### config.mk
export PLATFORM = sky130hd
export DESIGN_NAME = tile_drive_wall_follow_controller
export DESIGN_NICKNAME = d
export VERILOG_FILES = /design/src/rtl/tdwf_pkg.sv /design/src/rtl/tile_drive_wall_follow_controller.sv /design/src/rtl/tdwf_steer.sv /design/src/rtl/tdwf_ctrl.sv
export SDC_FILE = /design/constraint.sdc
export NUM_CORES = 1
export LEC_CHECK = 0
export ABC_AREA = 1
export BUFFER_PORTS_ARGS = -buffer_cell sky130_fd_sc_hd__buf_2
export CAP_MARGIN = 10
export CORE_MARGIN = 4
export CORE_UTILIZATION = 47
export DETAILED_ROUTE_END_ITERATION = 7
export GPL_TIMING_DRIVEN = 0
export PLACE_DENSITY_LB_ADDON = 0.3
export SLEW_MARGIN = 10
export SYNTH_ARGS = -nofsm -noshare
export SYNTH_HDL_FRONTEND = slang
export SYNTH_SLANG_ARGS = --single-unit
### constraint.sdc
create_clock -name clk -period 29.2 [get_ports clk]
set_input_delay 5.84 -clock clk [delete_from_list [all_inputs] [get_ports clk]]
set_output_delay 5.84 -clock clk [all_outputs]
set_load 0.02 [all_outputs]
### src/rtl/tdwf_pkg.sv
// Shared types, constants and helpers for the tile drive wall follow controller.
`timescale 1ns / 1ps

package tdwf_pkg;

  localparam int SENSOR_BITS = 10;
  localparam int COUNT_BITS  = 32;

  // Register field widths
  localparam int SPEED_BITS  = 7;
  localparam int THRESH_BITS = 10;
  localparam int TILE_BITS   = 16;
  localparam int CFG_BITS    = 16;
  localparam int INDEX_BITS  = 3;
  localparam int OUT_SPEED_BITS = 8;

  // Sensor values and thresholds are compared at a common width
  localparam int VAL_BITS   = (SENSOR_BITS > THRESH_BITS) ? SENSOR_BITS : THRESH_BITS;
  localparam int DIFF_BITS  = VAL_BITS + 1;
  localparam int STEER_BITS = VAL_BITS + 10;
  localparam int SPD_BITS   = STEER_BITS + 1;
  // Position compares: position plus a 16-bit offset, no wrap
  localparam int POS_BITS   = ((COUNT_BITS > TILE_BITS) ? COUNT_BITS : TILE_BITS) + 2;

  localparam int GAIN_DIR          = 95;
  localparam int GAIN_DIST         = 38;
  localparam int FRONT_BACK_MARGIN = -60;
  localparam int KIND1_FRONT_TH    = 210;
  localparam int KIND2_FRONT_TH    = 130;
  localparam int KIND2_FRONT_STOP  = 255;
  localparam int KIND4_BACK_TH     = 500;
  localparam int KIND5_BACK_TH     = 250;
  localparam int KIND4_BACK_STOP   = 380;
  localparam int KIND5_BACK_STOP   = 185;

  // Register indexes
  localparam logic [INDEX_BITS-1:0] REG_MAX_SPEED      = 3'd0;
  localparam logic [INDEX_BITS-1:0] REG_SIDE_THRESHOLD = 3'd1;
  localparam logic [INDEX_BITS-1:0] REG_WALL_TARGET    = 3'd2;
  localparam logic [INDEX_BITS-1:0] REG_FRONT_STOP     = 3'd3;
  localparam logic [INDEX_BITS-1:0] REG_TILE_COUNTS    = 3'd4;
  localparam logic [INDEX_BITS-1:0] REG_ABORT_COUNTS   = 3'd5;

  // Phase codes
  localparam logic [1:0] PH_IDLE  = 2'd0;
  localparam logic [1:0] PH_DRIVE = 2'd1;
  localparam logic [1:0] PH_DONE  = 2'd2;
  localparam logic [1:0] PH_SPARE = 2'd3;

  // Stop rule kinds
  localparam logic [2:0] KIND_NONE   = 3'd0;
  localparam logic [2:0] KIND_FRONT  = 3'd1;
  localparam logic [2:0] KIND_FRONT2 = 3'd2;
  localparam logic [2:0] KIND_DIST   = 3'd3;
  localparam logic [2:0] KIND_BACK4  = 3'd4;
  localparam logic [2:0] KIND_BACK5  = 3'd5;
  localparam logic [2:0] KIND_DIST6  = 3'd6;
  localparam logic [2:0] KIND_SPARE  = 3'd7;

  // Status codes
  localparam logic [1:0] ST_DONE    = 2'd0;
  localparam logic [1:0] ST_DRIVING = 2'd1;
  localparam logic [1:0] ST_MIDDLE  = 2'd2;
  localparam logic [1:0] ST_BEFORE  = 2'd3;

  typedef struct packed {
    logic [SPEED_BITS-1:0]  max_speed;
    logic [THRESH_BITS-1:0] side_threshold;
    logic [THRESH_BITS-1:0] wall_target;
    logic [THRESH_BITS-1:0] front_stop;
    logic [TILE_BITS-1:0]   tile_counts;
    logic [TILE_BITS-1:0]   abort_counts;
  } cfg_t;

  typedef struct packed {
    logic signed [COUNT_BITS-1:0] left_count;
    logic signed [COUNT_BITS-1:0] right_count;
    logic [SENSOR_BITS-1:0]       top_front;
    logic [SENSOR_BITS-1:0]       top_back;
    logic [SENSOR_BITS-1:0]       right_front;
    logic [SENSOR_BITS-1:0]       right_back;
    logic [SENSOR_BITS-1:0]       left_front;
    logic [SENSOR_BITS-1:0]       left_back;
  } in_item_t;

  typedef struct packed {
    logic [1:0]                       status;
    logic                             speeds_valid;
    logic signed [OUT_SPEED_BITS-1:0] left_speed;
    logic signed [OUT_SPEED_BITS-1:0] right_speed;
  } out_item_t;

  // Signed divide by 256, truncating toward zero
  function automatic logic signed [STEER_BITS-1:0] div256_trunc(
    input logic signed [STEER_BITS-1:0] v
  );
    logic signed [STEER_BITS-1:0] b;
    b = v + (v[STEER_BITS-1] ? STEER_BITS'(255) : STEER_BITS'(0));
    return b >>> 8;
  endfunction

endpackage

### src/rtl/tile_drive_wall_follow_controller.sv
// Top level: configuration registers, input register and result register.
//
//  channel  direction  handshake              payload
//  in       input      in_valid / in_ready    in_data   (tdwf_pkg::in_item_t)
//  out      output     out_valid / out_ready  out_data  (tdwf_pkg::out_item_t)
//  cfg      input      cfg_we                 cfg_index, cfg_data
//
// Each transaction passes through the input register and then lands in the
// result register; one transaction per cycle sustained while out is not stalled.
// The run state is updated as the item moves into the result register.
// Reset (rst, synchronous) restores register defaults and the idle run state.
// A stall on out holds the result register and backs up the input register.
`timescale 1ns / 1ps

module tile_drive_wall_follow_controller (
  input  logic                              clk,
  input  logic                              rst,
  input  logic                              in_valid,
  output logic                              in_ready,
  input  tdwf_pkg::in_item_t                in_data,
  output logic                              out_valid,
  input  logic                              out_ready,
  output tdwf_pkg::out_item_t               out_data,
  input  logic                              cfg_we,
  input  logic [tdwf_pkg::INDEX_BITS-1:0]   cfg_index,
  input  logic [tdwf_pkg::CFG_BITS-1:0]     cfg_data
);

  tdwf_pkg::cfg_t      cfg;
  tdwf_pkg::in_item_t  in_q;
  tdwf_pkg::out_item_t res;
  logic                in_valid_q;
  logic                load_out;

  assign load_out = in_valid_q && (!out_valid || out_ready);
  assign in_ready = !in_valid_q || load_out;

  always_ff @(posedge clk) begin
    if (rst) begin
      cfg.max_speed      <= tdwf_pkg::SPEED_BITS'(50);
      cfg.side_threshold <= tdwf_pkg::THRESH_BITS'(180);
      cfg.wall_target    <= tdwf_pkg::THRESH_BITS'(300);
      cfg.front_stop     <= tdwf_pkg::THRESH_BITS'(520);
      cfg.tile_counts    <= tdwf_pkg::TILE_BITS'(1230);
      cfg.abort_counts   <= tdwf_pkg::TILE_BITS'(1353);
    end else if (cfg_we) begin
      unique case (cfg_index)
        tdwf_pkg::REG_MAX_SPEED:      cfg.max_speed      <= cfg_data[tdwf_pkg::SPEED_BITS-1:0];
        tdwf_pkg::REG_SIDE_THRESHOLD: cfg.side_threshold <= cfg_data[tdwf_pkg::THRESH_BITS-1:0];
        tdwf_pkg::REG_WALL_TARGET:    cfg.wall_target    <= cfg_data[tdwf_pkg::THRESH_BITS-1:0];
        tdwf_pkg::REG_FRONT_STOP:     cfg.front_stop     <= cfg_data[tdwf_pkg::THRESH_BITS-1:0];
        tdwf_pkg::REG_TILE_COUNTS:    cfg.tile_counts    <= cfg_data[tdwf_pkg::TILE_BITS-1:0];
        tdwf_pkg::REG_ABORT_COUNTS:   cfg.abort_counts   <= cfg_data[tdwf_pkg::TILE_BITS-1:0];
        default: ;
      endcase
    end
  end

  always_ff @(posedge clk) begin
    if (rst) begin
      in_valid_q <= 1'b0;
    end else if (in_ready) begin
      in_valid_q <= in_valid;
    end
  end

  always_ff @(posedge clk) begin
    if (in_ready && in_valid) begin
      in_q <= in_data;
    end
  end

  tdwf_ctrl u_ctrl (
    .clk  (clk),
    .rst  (rst),
    .step (load_out),
    .cfg  (cfg),
    .item (in_q),
    .res  (res)
  );

  always_ff @(posedge clk) begin
    if (rst) begin
      out_valid <= 1'b0;
    end else if (load_out) begin
      out_valid <= 1'b1;
    end else if (out_ready) begin
      out_valid <= 1'b0;
    end
  end

  always_ff @(posedge clk) begin
    if (load_out) begin
      out_data <= res;
    end
  end

endmodule

### src/rtl/tdwf_steer.sv
// Proportional wall-follow steering and wheel speed clamp.
`timescale 1ns / 1ps

module tdwf_steer (
  input  tdwf_pkg::cfg_t                               cfg,
  input  tdwf_pkg::in_item_t                           item,
  output logic signed [tdwf_pkg::OUT_SPEED_BITS-1:0]   left_speed,
  output logic signed [tdwf_pkg::OUT_SPEED_BITS-1:0]   right_speed
);

  localparam int VW = tdwf_pkg::VAL_BITS;
  localparam int DW = tdwf_pkg::DIFF_BITS;
  localparam int SW = tdwf_pkg::STEER_BITS;
  localparam int PW = tdwf_pkg::SPD_BITS;
  localparam int OW = tdwf_pkg::OUT_SPEED_BITS;
  localparam logic signed [SW-1:0] GAIN_DIR_S  = SW'(tdwf_pkg::GAIN_DIR);
  localparam logic signed [SW-1:0] GAIN_DIST_S = SW'(tdwf_pkg::GAIN_DIST);

  logic [VW-1:0] rf, rb, lf, lb, th, tgt;
  logic signed [DW-1:0] d_r, d_l, e_r, e_l;
  logic signed [SW-1:0] p_r, p_l, s1_r, s1_l, t_r, t_l, v_r, v_l, steer_r, steer_l;
  logic signed [SW-1:0] steer;
  logic right_wall, left_wall;
  logic signed [PW-1:0] ms, ls_raw, rs_raw, ls_c, rs_c;

  assign rf  = VW'(item.right_front);
  assign rb  = VW'(item.right_back);
  assign lf  = VW'(item.left_front);
  assign lb  = VW'(item.left_back);
  assign th  = VW'(cfg.side_threshold);
  assign tgt = VW'(cfg.wall_target);

  assign d_r = $signed({1'b0, rf}) - $signed({1'b0, rb});
  assign d_l = $signed({1'b0, lb}) - $signed({1'b0, lf});
  assign e_r = $signed({1'b0, tgt}) - $signed({1'b0, rf});
  assign e_l = $signed({1'b0, tgt}) - $signed({1'b0, lf});

  assign p_r  = SW'(d_r) * GAIN_DIR_S;
  assign p_l  = SW'(d_l) * GAIN_DIR_S;
  assign s1_r = tdwf_pkg::div256_trunc(p_r);
  assign s1_l = tdwf_pkg::div256_trunc(p_l);
  assign t_r  = SW'(e_r) * GAIN_DIST_S;
  assign t_l  = SW'(e_l) * GAIN_DIST_S;
  assign v_r  = (s1_r <<< 8) - t_r;
  assign v_l  = (s1_l <<< 8) + t_l;
  assign steer_r = tdwf_pkg::div256_trunc(v_r);
  assign steer_l = tdwf_pkg::div256_trunc(v_l);

  assign right_wall = (rf > th) && (rb > th);
  assign left_wall  = (lf > th) && (lb > th);

  always_comb begin
    if (right_wall) begin
      steer = steer_r;
    end else if (left_wall) begin
      steer = steer_l;
    end else begin
      steer = '0;
    end
  end

  assign ms     = $signed({{(PW - tdwf_pkg::SPEED_BITS){1'b0}}, cfg.max_speed});
  assign ls_raw = ms - PW'(steer);
  assign rs_raw = ms + PW'(steer);

  always_comb begin
    ls_c = ls_raw;
    if (ls_raw > ms) ls_c = ms;
    if (ls_raw < -ms) ls_c = -ms;
    rs_c = rs_raw;
    if (rs_raw > ms) rs_c = ms;
    if (rs_raw < -ms) rs_c = -ms;
  end

  assign left_speed  = ls_c[OW-1:0];
  assign right_speed = rs_c[OW-1:0];

endmodule

### src/rtl/tdwf_ctrl.sv
// Run state, stop rules and result assembly for one control tick.
`timescale 1ns / 1ps

module tdwf_ctrl (
  input  logic                 clk,
  input  logic                 rst,
  input  logic                 step,
  input  tdwf_pkg::cfg_t       cfg,
  input  tdwf_pkg::in_item_t   item,
  output tdwf_pkg::out_item_t  res
);

  localparam int VW = tdwf_pkg::VAL_BITS;
  localparam int DW = tdwf_pkg::DIFF_BITS;
  localparam int CW = tdwf_pkg::COUNT_BITS;
  localparam int QW = tdwf_pkg::POS_BITS;
  localparam int OW = tdwf_pkg::OUT_SPEED_BITS;
  localparam logic signed [DW-1:0] FB_MARGIN = DW'(tdwf_pkg::FRONT_BACK_MARGIN);

  logic [1:0]           phase, phase_next;
  logic [2:0]           target_kind, target_kind_next;
  logic signed [CW-1:0] start_position, start_position_next;
  logic                 middle_reported, middle_reported_next;

  logic [VW-1:0] tf, tb, fs;
  logic signed [DW-1:0] fb_diff;
  logic signed [QW-1:0] lc, rc, lc_adj, rc_adj, lh, rh, pos, st;
  logic signed [QW-1:0] lim_tile, lim_half, lim_abort;
  logic moved, past_tile, past_half, past_abort;
  logic signed [OW-1:0] left_speed, right_speed;

  tdwf_steer u_steer (
    .cfg         (cfg),
    .item        (item),
    .left_speed  (left_speed),
    .right_speed (right_speed)
  );

  assign tf = VW'(item.top_front);
  assign tb = VW'(item.top_back);
  assign fs = VW'(cfg.front_stop);
  assign fb_diff = $signed({1'b0, tf}) - $signed({1'b0, tb});

  // Halve each count toward zero, then sum
  assign lc     = QW'(item.left_count);
  assign rc     = QW'(item.right_count);
  assign lc_adj = lc + QW'(lc[QW-1]);
  assign rc_adj = rc + QW'(rc[QW-1]);
  assign lh     = lc_adj >>> 1;
  assign rh     = rc_adj >>> 1;
  assign pos    = lh + rh;
  assign st     = QW'(start_position);

  assign lim_tile  = st + QW'(cfg.tile_counts);
  assign lim_half  = st + QW'(cfg.tile_counts[tdwf_pkg::TILE_BITS-1:1]);
  assign lim_abort = st + QW'(cfg.abort_counts);

  assign moved      = pos > st;
  assign past_tile  = pos > lim_tile;
  assign past_half  = pos > lim_half;
  assign past_abort = pos > lim_abort;

  always_comb begin
    phase_next           = phase;
    target_kind_next     = target_kind;
    start_position_next  = start_position;
    middle_reported_next = middle_reported;
    res                  = '0;
    unique case (phase) inside
      tdwf_pkg::PH_IDLE: begin
        start_position_next = pos[CW-1:0];
        phase_next          = tdwf_pkg::PH_DRIVE;
        res.status          = tdwf_pkg::ST_DRIVING;
        if (fb_diff > FB_MARGIN) begin
          if (tf > fs) begin
            phase_next       = tdwf_pkg::PH_DONE;
            target_kind_next = tdwf_pkg::KIND_NONE;
          end else if (tf > VW'(tdwf_pkg::KIND1_FRONT_TH)) begin
            target_kind_next = tdwf_pkg::KIND_FRONT;
          end else if (tf > VW'(tdwf_pkg::KIND2_FRONT_TH)) begin
            target_kind_next = tdwf_pkg::KIND_FRONT2;
          end else begin
            target_kind_next = tdwf_pkg::KIND_DIST;
          end
        end else begin
          if (tb > VW'(tdwf_pkg::KIND4_BACK_TH)) begin
            target_kind_next = tdwf_pkg::KIND_BACK4;
          end else if (tb > VW'(tdwf_pkg::KIND5_BACK_TH)) begin
            target_kind_next = tdwf_pkg::KIND_BACK5;
          end else begin
            target_kind_next = tdwf_pkg::KIND_DIST6;
          end
        end
      end
      tdwf_pkg::PH_DRIVE: begin
        if (tf > fs) phase_next = tdwf_pkg::PH_DONE;
        case (target_kind) inside
          tdwf_pkg::KIND_FRONT: begin
            if (tf > fs && moved) phase_next = tdwf_pkg::PH_DONE;
          end
          tdwf_pkg::KIND_FRONT2: begin
            if (tf > VW'(tdwf_pkg::KIND2_FRONT_STOP) && moved) phase_next = tdwf_pkg::PH_DONE;
          end
          tdwf_pkg::KIND_DIST, tdwf_pkg::KIND_DIST6: begin
            if (past_tile) phase_next = tdwf_pkg::PH_DONE;
          end
          tdwf_pkg::KIND_BACK4: begin
            if (tb < VW'(tdwf_pkg::KIND4_BACK_STOP) && moved) phase_next = tdwf_pkg::PH_DONE;
          end
          tdwf_pkg::KIND_BACK5: begin
            if (tb < VW'(tdwf_pkg::KIND5_BACK_STOP) && moved) phase_next = tdwf_pkg::PH_DONE;
          end
          default: ;
        endcase
        if (past_abort) phase_next = tdwf_pkg::PH_DONE;
        res.speeds_valid = 1'b1;
        res.left_speed   = left_speed;
        res.right_speed  = right_speed;
        if (past_half) begin
          if (!middle_reported) begin
            res.status           = tdwf_pkg::ST_MIDDLE;
            middle_reported_next = 1'b1;
          end else begin
            res.status = tdwf_pkg::ST_DRIVING;
          end
        end else begin
          res.status = tdwf_pkg::ST_BEFORE;
        end
      end
      tdwf_pkg::PH_DONE, tdwf_pkg::PH_SPARE: begin
        phase_next           = tdwf_pkg::PH_IDLE;
        middle_reported_next = 1'b0;
        res.status           = tdwf_pkg::ST_DONE;
      end
      default: ;
    endcase
  end

  always_ff @(posedge clk) begin
    if (rst) begin
      phase           <= tdwf_pkg::PH_IDLE;
      target_kind     <= tdwf_pkg::KIND_NONE;
      start_position  <= '0;
      middle_reported <= 1'b0;
    end else if (step) begin
      phase           <= phase_next;
      target_kind     <= target_kind_next;
      start_position  <= start_position_next;
      middle_reported <= middle_reported_next;
    end
  end

`ifndef SYNTHESIS
  a_done_to_idle: assert property (@(posedge clk) disable iff (rst)
    step && (phase == tdwf_pkg::PH_DONE) |=> (phase == tdwf_pkg::PH_IDLE) && !middle_reported)
    else $error("done tick did not return to idle");

  a_start_kind: assert property (@(posedge clk) disable iff (rst)
    step && (phase == tdwf_pkg::PH_IDLE) |=>
      ((phase == tdwf_pkg::PH_DRIVE) && (target_kind != tdwf_pkg::KIND_NONE)
        && (target_kind != tdwf_pkg::KIND_SPARE))
      || ((phase == tdwf_pkg::PH_DONE) && (target_kind == tdwf_pkg::KIND_NONE)))
    else $error("bad stop rule chosen at start");

  a_middle_once: assert property (@(posedge clk) disable iff (rst)
    step && middle_reported |-> res.status != tdwf_pkg::ST_MIDDLE)
    else $error("middle reported twice in one run");

  a_speed_clamp: assert property (@(posedge clk) disable iff (rst)
    res.speeds_valid |->
      ($signed({1'b0, cfg.max_speed}) >= res.left_speed)
      && (-$signed({1'b0, cfg.max_speed}) <= res.left_speed)
      && ($signed({1'b0, cfg.max_speed}) >= res.right_speed)
      && (-$signed({1'b0, cfg.max_speed}) <= res.right_speed))
    else $error("wheel speed outside limit");
`endif

endmodule
Word-level counts from Yosys, hierarchy flattened:

Index checks and enable logic that the tools add are counted.

* register bits: 252
* bits of input ports: 148
* output and inout port bits: 21
* logic and storage cells: 151

* add/sub/neg operators: 20
* $mul: 4
* magnitude comparators: 21
* equality and inequality tests: 15
* multiplexer cells: 39
* reductions and logical operators: 28

Operators by type and width (count)
* $gt 34x34->1: 3
* $add 32x17->33: 2
* $add 32x2->33: 2
* $mux 8: 8
* $sub 10x10->11: 5
* $gt 10x10->1: 5
* $gt 21x8->1: 2
* $lt 21x21->1: 2
* $add 19x9->20: 2
* $add 20x9->20: 2
* $gt 10x8->1 const B: 4
* $mux 20: 2
* $mul 11x8->19 const B: 2
* $mux 2: 19
* $gt 34x32->1: 1
* $mul 11x6->17 const B: 2
* $add 32x16->33: 1
* $add 32x32->33: 1
* $add 8x20->21: 1
* $neg 7->21: 1
* $sub 8x20->21: 1
* $add 20x18->20: 1
* $sub 20x18->20: 1
* $mux 17: 1
* 25 further kinds: 56

Logic depth before layout (Yosys ltp):

Gate-level depths: netlist (run 1).

* depth after elaboration: 14
* mapped depth: 99
* depth with buffers taken out: 97

Modules after synthesis:

Synthesis (run 1) repeated with hierarchy kept, for this count alone.

* cells, all modules: 4778
* area, all modules: 34149.0 sq um

By module, submodules not included
* tdwf_steer: instances 1, cells an instance 2268, area each 14911.8 sq um, seq. area each 0.0 sq um
* tdwf_ctrl: instances 1, cells an instance 1976, area each 12170.4 sq um, seq. area each 760.7 sq um
* tile_drive_wall_follow_controller: instances 1, cells an instance 534, area each 7066.8 sq um, seq. area each 5715.5 sq um

Worst setup path before layout (run 1):

No wires, ideal clock.

* kind: register to register
* start point: reg in_q[10] in the netlist's numbering
* end point: reg out_data[8] in the netlist's numbering, data pin
* library setup time: 0.255 ns
* arrival time: 12.939 ns
* required time: 28.945 ns
* path slack: 16.005 ns
* stages on the path, launching flop included: 87
* buffers on the path: 2
* period minus slack after synthesis: 13.195 ns
* path through: edfxtp_1 > ha_1 > fa_1 > inv_1 > a21oi_1 > xnor2_1 > inv_1 > fa_1 > inv_1 > ha_1 > fa_1 > inv_1 > fa_1 > inv_1 > ha_1 > nand2_1 > nand2_1 > nand3_1 > [... 51 more ...] > o21bai_1 > a21oi_1 > nand3b_1 > clkinv_1 > nand3_1 > nand2_2 > inv_1 > ha_1 > nand2_1 > inv_1 > nor2_1 > nor2_1 > a2111oi_0 > nand3_1 > xor2_1 > clkinv_1 > a21oi_1 > nor2_1

* word-level cells in the longest chain between the ends: 13
* elaborated cells on any way between the ends: 18
* classes of those cells: 6 x add/sub; 2 x mul; 3 x order compare; 6 x mux; 1 x reduce/logical

RTL lines
* start: declaration: line tile_drive_wall_follow_controller.sv:30 `tdwf_pkg::in_item_t in_q;`
* start signal: assignment: line tile_drive_wall_follow_controller.sv:69 `in_q <= in_data;`
* $sub 10x10->11: line tdwf_steer.sv:34 `assign d_l = $signed({1'b0, lb}) - $signed({1'b0, lf});`
* $mul 11x8->19: line tdwf_steer.sv:39 `assign p_l = SW'(d_l) * GAIN_DIR_S;`
* $mux 8: line tdwf_pkg.sv:98 `b = v + (v[STEER_BITS-1] ? STEER_BITS'(255) : STEER_BITS'(0));`
* $add 19x9->20: line tdwf_pkg.sv:98
* $add 20x18->20: line tdwf_steer.sv:45 `assign v_l = (s1_l <<< 8) + t_l;`
* $mux 8: line tdwf_pkg.sv:98
* $add 20x9->20: line tdwf_pkg.sv:98
* $mux 20 *: line tdwf_steer.sv:55 `end else if (left_wall) begin`
* $mux 20 *: line tdwf_steer.sv:53 `if (right_wall) begin`
* $sub 8x20->21 *: line tdwf_steer.sv:63 `assign ls_raw = ms - PW'(steer);`
* $gt 21x8->1: line tdwf_steer.sv:68 `if (ls_raw > ms) ls_c = ms;`
* $mux 8: line tdwf_steer.sv:68
* $mux 8 *: line tdwf_steer.sv:69 `if (ls_raw < -ms) ls_c = -ms;`
* end signal: assignment: line tile_drive_wall_follow_controller.sv:94 `out_data <= res;`
* end: declaration: line tile_drive_wall_follow_controller.sv:23 `output tdwf_pkg::out_item_t out_data,`

Every way passes the cells marked *; elsewhere a longest branch is shown, timed or not.
A chain may end at the register's enable or synchronous reset.

Worst setup path in the final report (run 1):

* start point: reg in_q[30] in the netlist's numbering
* end point: reg out_data[2] in the netlist's numbering, data pin

* word-level cells in the longest chain between the ends: 12
* elaborated cells on any way between the ends: 17
* classes of those cells: 6 x add/sub; 2 x mul; 3 x order compare; 5 x mux; 1 x reduce/logical

RTL lines
* $sub 10x10->11: line tdwf_steer.sv:33 `assign d_r = $signed({1'b0, rf}) - $signed({1'b0, rb});`
* $mul 11x8->19: line tdwf_steer.sv:38 `assign p_r = SW'(d_r) * GAIN_DIR_S;`
* $mux 8: line tdwf_pkg.sv:98
* $add 19x9->20: line tdwf_pkg.sv:98
* $sub 20x18->20: line tdwf_steer.sv:44 `assign v_r = (s1_r <<< 8) - t_r;`
* $mux 8: line tdwf_pkg.sv:98
* $add 20x9->20: line tdwf_pkg.sv:98
* $mux 20 *: line tdwf_steer.sv:53
* $add 8x20->21 *: line tdwf_steer.sv:64 `assign rs_raw = ms + PW'(steer);`
* $gt 21x8->1: line tdwf_steer.sv:71 `if (rs_raw > ms) rs_c = ms;`
* $mux 8: line tdwf_steer.sv:71
* $mux 8 *: line tdwf_steer.sv:72 `if (rs_raw < -ms) rs_c = -ms;`

Marked as above.

==> results.md, run 1 <==
- Status: finished clean
- Area growth from synthesis to layout: 9.43%
- Row count: 95
- CTS tree: built
- CTS buffer count: 29
- Post-route ant nets: 0
- Number of global-route vias before repair: 27,100
- PostCTS Resize Cnt: 0
- Avg Synthesized Cell Area: 7.53 um^2
- Final instance area: 35,000 um^2
- WP buf/inv: 10
- RSZ-0062 raised after global routing: false
- Die Footprint: 72,400 um^2
- Slowest CP cell: xnor2_1
- Sequential Area: 6480 um^2
- 1st-pass router iterations: 5
- Placed instance area: 34,000 um^2
- Setup Fix Bufs, Post-CTS: 0
- Wire per inst: 15.4 um
- Req. time, crit path: 29,510 ps
- Worst slew pin tran: 1040 ps
- Crit share post-route: 0.536
- Share of cells above drive strength 1: 0.0762
- FF+latch count, synth: 252
- RR Startpoint: in_q[30]
- Clock slew seen by the registers of the worst setup and hold paths: 70 ps
- Syn nets: 5,051
- Total GRT Usage: 0.225
- CP top delay family: adder cells
- Drt via density: 5.28
- Clock Path Buffers: 3
- HP Class: register to register
- Setup crit start: in_q[30]
- Clock Sinks: 252
- CP Depth: 76
- Crit path to: out_data[2]
- Post-layout min period: 15,660 ps
- Die Width: 269 um
- Synth Cell Area: 32,000 um^2
- Starting density of the core: 0.475
- Post-synth EDFFs: 143
- Post-DP HPWL: 69,200 um
- I/O pin cnt: 169
- CTS root buf: clkbuf_16
- Gpl congestion: 0.948
- Worst-path fanout max: 11
- Multi-input gate area: 22,400 um^2
- Max-cap check violation count: 0
- Pins Over Slew Limit: 0
- Highest cell delay on the worst timing path: 750 ps
- Crit. End Element: register
- Gr ovfl total: 0
- First-pass GRT wire length: 133,000 um
- Clock Skews: 11.0 ps
- Final Net Count: 5,251
- Filler cells: 6,516
- Core area: 67,400 um^2
- R2R Setup Slk: 13,540 ps
- Register area share after synthesis: 0.202
- Total number of vias: 28,200
- Initial antenna violation count: 4
- Asr flop ratio synth: 0
- Crit Path Category: register to register
- Final setup TNS: 0 ps
- Hold Violations, Final: 0
- WL final: 82,400 um
- Die Y: 269 um
- Largest net degree at the start of global routing: 90
- Reg2Reg Depth: 76
- Unique masters post-synth: 69
- Worst skew pair latency: 590 ps
- Count of hold-fix buffers inserted at cts: 0
- Remaining DRCs: 0
- Startpoint types: register
- 1st-iter DRT viols: 1,755
- Fmax achieved: 63.9 MHz
- Port Buf Inserts: 167
- Arrival time worst endpoint: 15,970 ps
- Hold Crit Depth: 2
- Most used cell, CP: nand2_1
- Count of final setup violators: 0
- R2r endpoint: out_data[2]
- Yosys warnings: 0
- Cells after synthesis: 4,251
- Htree depth: 1
- Synth Flop Type: edfxtp_1
- Rel. slew slack: 0.304
layout by cell type, fill, tap and decap left out, types with 22 or more instances in the layout:
cell,Yosys,final
dfxtp_1,109,109
buf_2,1,168
xnor2_1,88,88
o21ai_0,187,187
xor2_1,211,211
nor3_1,54,53
a21oi_1,354,354
nand3_1,238,238
edfxtp_1,143,143
clkbuf_16,0,29
clkbuf_1,36,40
a31oi_1,22,22
ha_1,558,558
nand2_1,683,683
o21bai_1,26,26
inv_1,770,769
fa_1,94,94
nand4_1,58,58
nor2_1,307,307
nand2_2,26,26
how the worst min path moves through the flow:
stage	from	end	slack [ps]
floorplan	cfg[0]	cfg[0]	440
global placement	cfg[8]	cfg[8]	450
detailed placement	cfg[8]	cfg[8]	460
CTS	cfg[40]	cfg[40]	470
global route	cfg[40]	cfg[40]	480
finish	cfg[40]	cfg[40]	470
cells by family (layout without fill, tap and decap cells):
kind of cell,count (synthesis),in the layout,synth area share
simple gates,1481,1481,0.209
buf+inv,832,1055,0.0988
compound gates,730,730,0.129
fa+ha+maj,652,652,0.277
xor+xnor,302,302,0.0833
flops,252,252,0.202
mux,2,2,0.000625
other cells,0,4,0
through the flow:
stage / hold slack [ps] / setup slack (ps) / util / std cells
2_1_floorplan: 435 / 16010 / - / 4251
3_3_place_gp: 455 / 13800 / 0.504 / 5291
3_5_place_dp: 459 / 13770 / 0.504 / 5293
4_1_cts: 472 / 13670 / 0.520 / 5347
5_1_grt: 485 / 12250 / 0.520 / 5347
6_report: 472 / 13540 / 0.520 / 5351
routing by layer:
| metal | routed length (um) | part of all wire | up-vias | GRT usage |
|---|---|---|---|---|
| met2 | 38300 | 0.46 | 595 | 0.392 |
| met5 | 39 | 0.00047 | - | 0 |
| met3 | 4420 | 0.054 | 119 | 0.0273 |
| li1 | - | - | 14500 | - |
| met4 | 2370 | 0.029 | 6 | 0.0615 |
| met1 | 37300 | 0.45 | 13000 | 0.295 |
cell usage after synthesis, types with 16 or more instances:
| cell type | count | area, um^2 |
|---|---|---|
| fa_1 | 94 | 1880 |
| clkbuf_1 | 36 | 135 |
| dfxtp_1 | 109 | 2180 |
| edfxtp_1 | 143 | 4290 |
| o21bai_1 | 26 | 195 |
| nor4_1 | 21 | 131 |
| nor3_1 | 54 | 270 |
| nand2_1 | 683 | 2560 |
| nor2_1 | 307 | 1150 |
| a211oi_1 | 17 | 128 |
| xor2_1 | 211 | 1850 |
| nand3_1 | 238 | 1190 |
| o21ai_1 | 16 | 80.1 |
| ha_1 | 558 | 6980 |
| inv_1 | 770 | 2890 |
| nand2_4 | 16 | 180 |
| nand4_1 | 58 | 363 |
| a31oi_1 | 22 | 138 |
| nand2_2 | 26 | 163 |
| xnor2_1 | 88 | 771 |
| o21ai_0 | 187 | 936 |
| a21oi_1 | 354 | 1770 |
| o211ai_1 | 19 | 143 |
| nand3b_1 | 21 | 158 |
state kept, by name (all words and copies together), names as in the netlist:
| register | cells |
|---|---|
| in_q | 124 |
| cfg | 69 |
| u_ctrl.start_position | 32 |
| out_data | 19 |
| u_ctrl.target_kind | 3 |
| u_ctrl.phase | 2 |
| in_valid_q | 1 |
| out_valid | 1 |
| u_ctrl.middle_reported | 1 |
tightest hold or removal path, delay by kind of cell (launching register included):
| kind | cells | cell delay [ps] |
|---|---|---|
| compound gates | 1 | 60 |
| flops | 1 | 300 |
| buf+inv | 1 | 70 |
area by class of cell:
type,instances,share of cell area
inverters,790,0.0848
clock buffers,33,0.0211
multi-input cells,3167,0.639
repair buffers,169,0.0248
well taps,873,0.0312
diodes,4,0.000286
flip-flops and latches,252,0.185
clock inverters,21,0.00825
plain buffers,42,0.00571
Power of run 1 is not shown: default switching activity piles up to over one toggle a cycle in this logic, so the estimate is an artifact.
==> run 2, diff against run 1 <==
==> constraint.sdc (replaced) <==
create_clock -name clk -period 16.3 [get_ports clk]
set_input_delay 3.26 -clock clk [delete_from_list [all_inputs] [get_ports clk]]
set_output_delay 3.26 -clock clk [all_outputs]
set_load 0.02 [all_outputs]
==> run 2 against run 1 <==
Net effect:
- cell count unchanged
- die area unchanged
- utilization increased by 0.074 points
- via count shrank 0.25%
- first-iteration DRC count fell by 3.2%
- sequential cell count unchanged
- critical path type unchanged
- critical endpoint unchanged
==> results.md, run 2 (synthesized netlist as in run 1, its figures left out) <==
- Final Net Count: 5,252
- Initial antenna violation count: 4
- Worst-path fanout max: 11
- Arrival time worst endpoint: 15,410 ps
- Wire per inst: 15.4 um
- CP top delay family: adder cells
- Hold Violations, Final: 0
- 1st-pass router iterations: 6
- Clock Skews: 12.1 ps
- Max reg flops: 124
- Post-DP HPWL: 69,200 um
- Most common cell after layout, fill and taps aside: inv_1
- Most used cell, CP: nand2_1
- Crit share post-route: 0.926
- Final Non-Filler Cells: 5,351
- I/O pin cnt: 169
- Crit. End Element: register
- Top reg by flops: in_q
- Area growth from synthesis to layout: 9.58%
- CTS tree: built
- Rel. slew slack: 0.324
- Worst skew pair latency: 590 ps
- Row count: 95
- Remaining DRCs: 0
- First-pass GRT wire length: 133,000 um
- Clock slew seen by the registers of the worst setup and hold paths: 70 ps
- CTS root buf: clkbuf_16
- HP Class: register to register
- Htree depth: 1
- Grt peak-use layer: met2
- Gr ovfl total: 0
- Met1 Track Usage GR: 0.295
- Number of global-route vias before repair: 27,100
- Crit Path Category: register to register
- Die Footprint: 72,400 um^2
- Worst slew pin tran: 1010 ps
- Starting density of the core: 0.475
- CTS buffer count: 29
- M2 GR Usage: 0.392
- Die Y: 269 um
- Total GRT Usage: 0.225
- Total number of vias: 28,200
- Slowest CP cell: fa_1
- Biggest regs: in_q x124, cfg x69, u_ctrl.start_position x32
- Fmax achieved: 66.2 MHz
- Port Buf Inserts: 167
- Share of cells above drive strength 1: 0.0780
- Startpoint types: register
- Count of final setup violators: 0
- Req. time, crit path: 16,610 ps
- Post-route ant nets: 0
- Die Width: 269 um
- Gpl congestion: 0.948
- Core area: 67,400 um^2
- Met3 Use GR: 0.0273
- Drt via density: 5.26
- Filler cells: 6,515
- Highest cell delay on the worst timing path: 560 ps
- Highest-count cells in the layout ignoring fill and taps: 769 x inv_1, 682 x nand2_1, 558 x ha_1
- WP buf/inv: 12
- Largest net degree at the start of global routing: 90
- 1st-iter DRT viols: 1,698
- Clock Sinks: 252
- Clock Path Buffers: 3
- Post-layout min period: 15,100 ps
- Max-cap check violation count: 0
- Final core occ: 0.521
- Status: finished clean
- Pins Over Slew Limit: 0
- WL final: 82,400 um
- Placed cells: 5,293
==> run 2: timing repair <==
item / in CTS / in global routing
endpoints found under the setup margin: 0 / 16
hold buffers: 0 / 0
resized for setup: 0 / 8
setup buffers: 0 / 1
==> run 2: final timing paths <==
path	startpoint	endpoint	slack [ps]	cells after the start
hold / removal	cfg[8]	cfg[8]	470	2
hold reg to reg	cfg[8]	cfg[8]	470	2
setup / recovery	in_q[30]	out_data[2]	1200	77
setup reg to reg	in_q[30]	out_data[2]	1200	77
==> run 2: final cells by class <==
| type | count | area, um^2 | area share |
|---|---|---|---|
| buffer | 42 | 200 | 0.00570 |
| multi-input combinational | 3167 | 22400 | 0.639 |
| timing repair buffer | 170 | 878 | 0.0250 |
| clock buffer | 33 | 741 | 0.0211 |
| tap | 873 | 1090 | 0.0311 |
| antenna | 3 | 7.51 | 0.000214 |
| inverter | 790 | 2970 | 0.0846 |
| sequential | 252 | 6480 | 0.185 |
| clock inverter | 21 | 289 | 0.00824 |
==> run 2: metrics by stage <==
step	worst slack, ps	TNS [ps]	hold WS, ps	cell area [um^2]
floorplan	3110	0	435	32000
global placement	898	0	455	34000
detailed placement	869	0	459	34000
CTS	774	0	472	35000
global route	-23.8	-26.3	485	35100
finish	1200	0	472	35100
==> run 2: worst min-delay path, stage by stage (launching register included) <==
cell	delay, ps
dfxtp_1	340
nand2_1	60
nand3_1	50
==> run 2: layer usage <==
metal,share of wire,wire (um)
met2,0.46,38200
met3,0.058,4780
met4,0.029,2420
met1,0.45,37000
met5,0.00047,39
Power of run 2 is left out for the same reason.
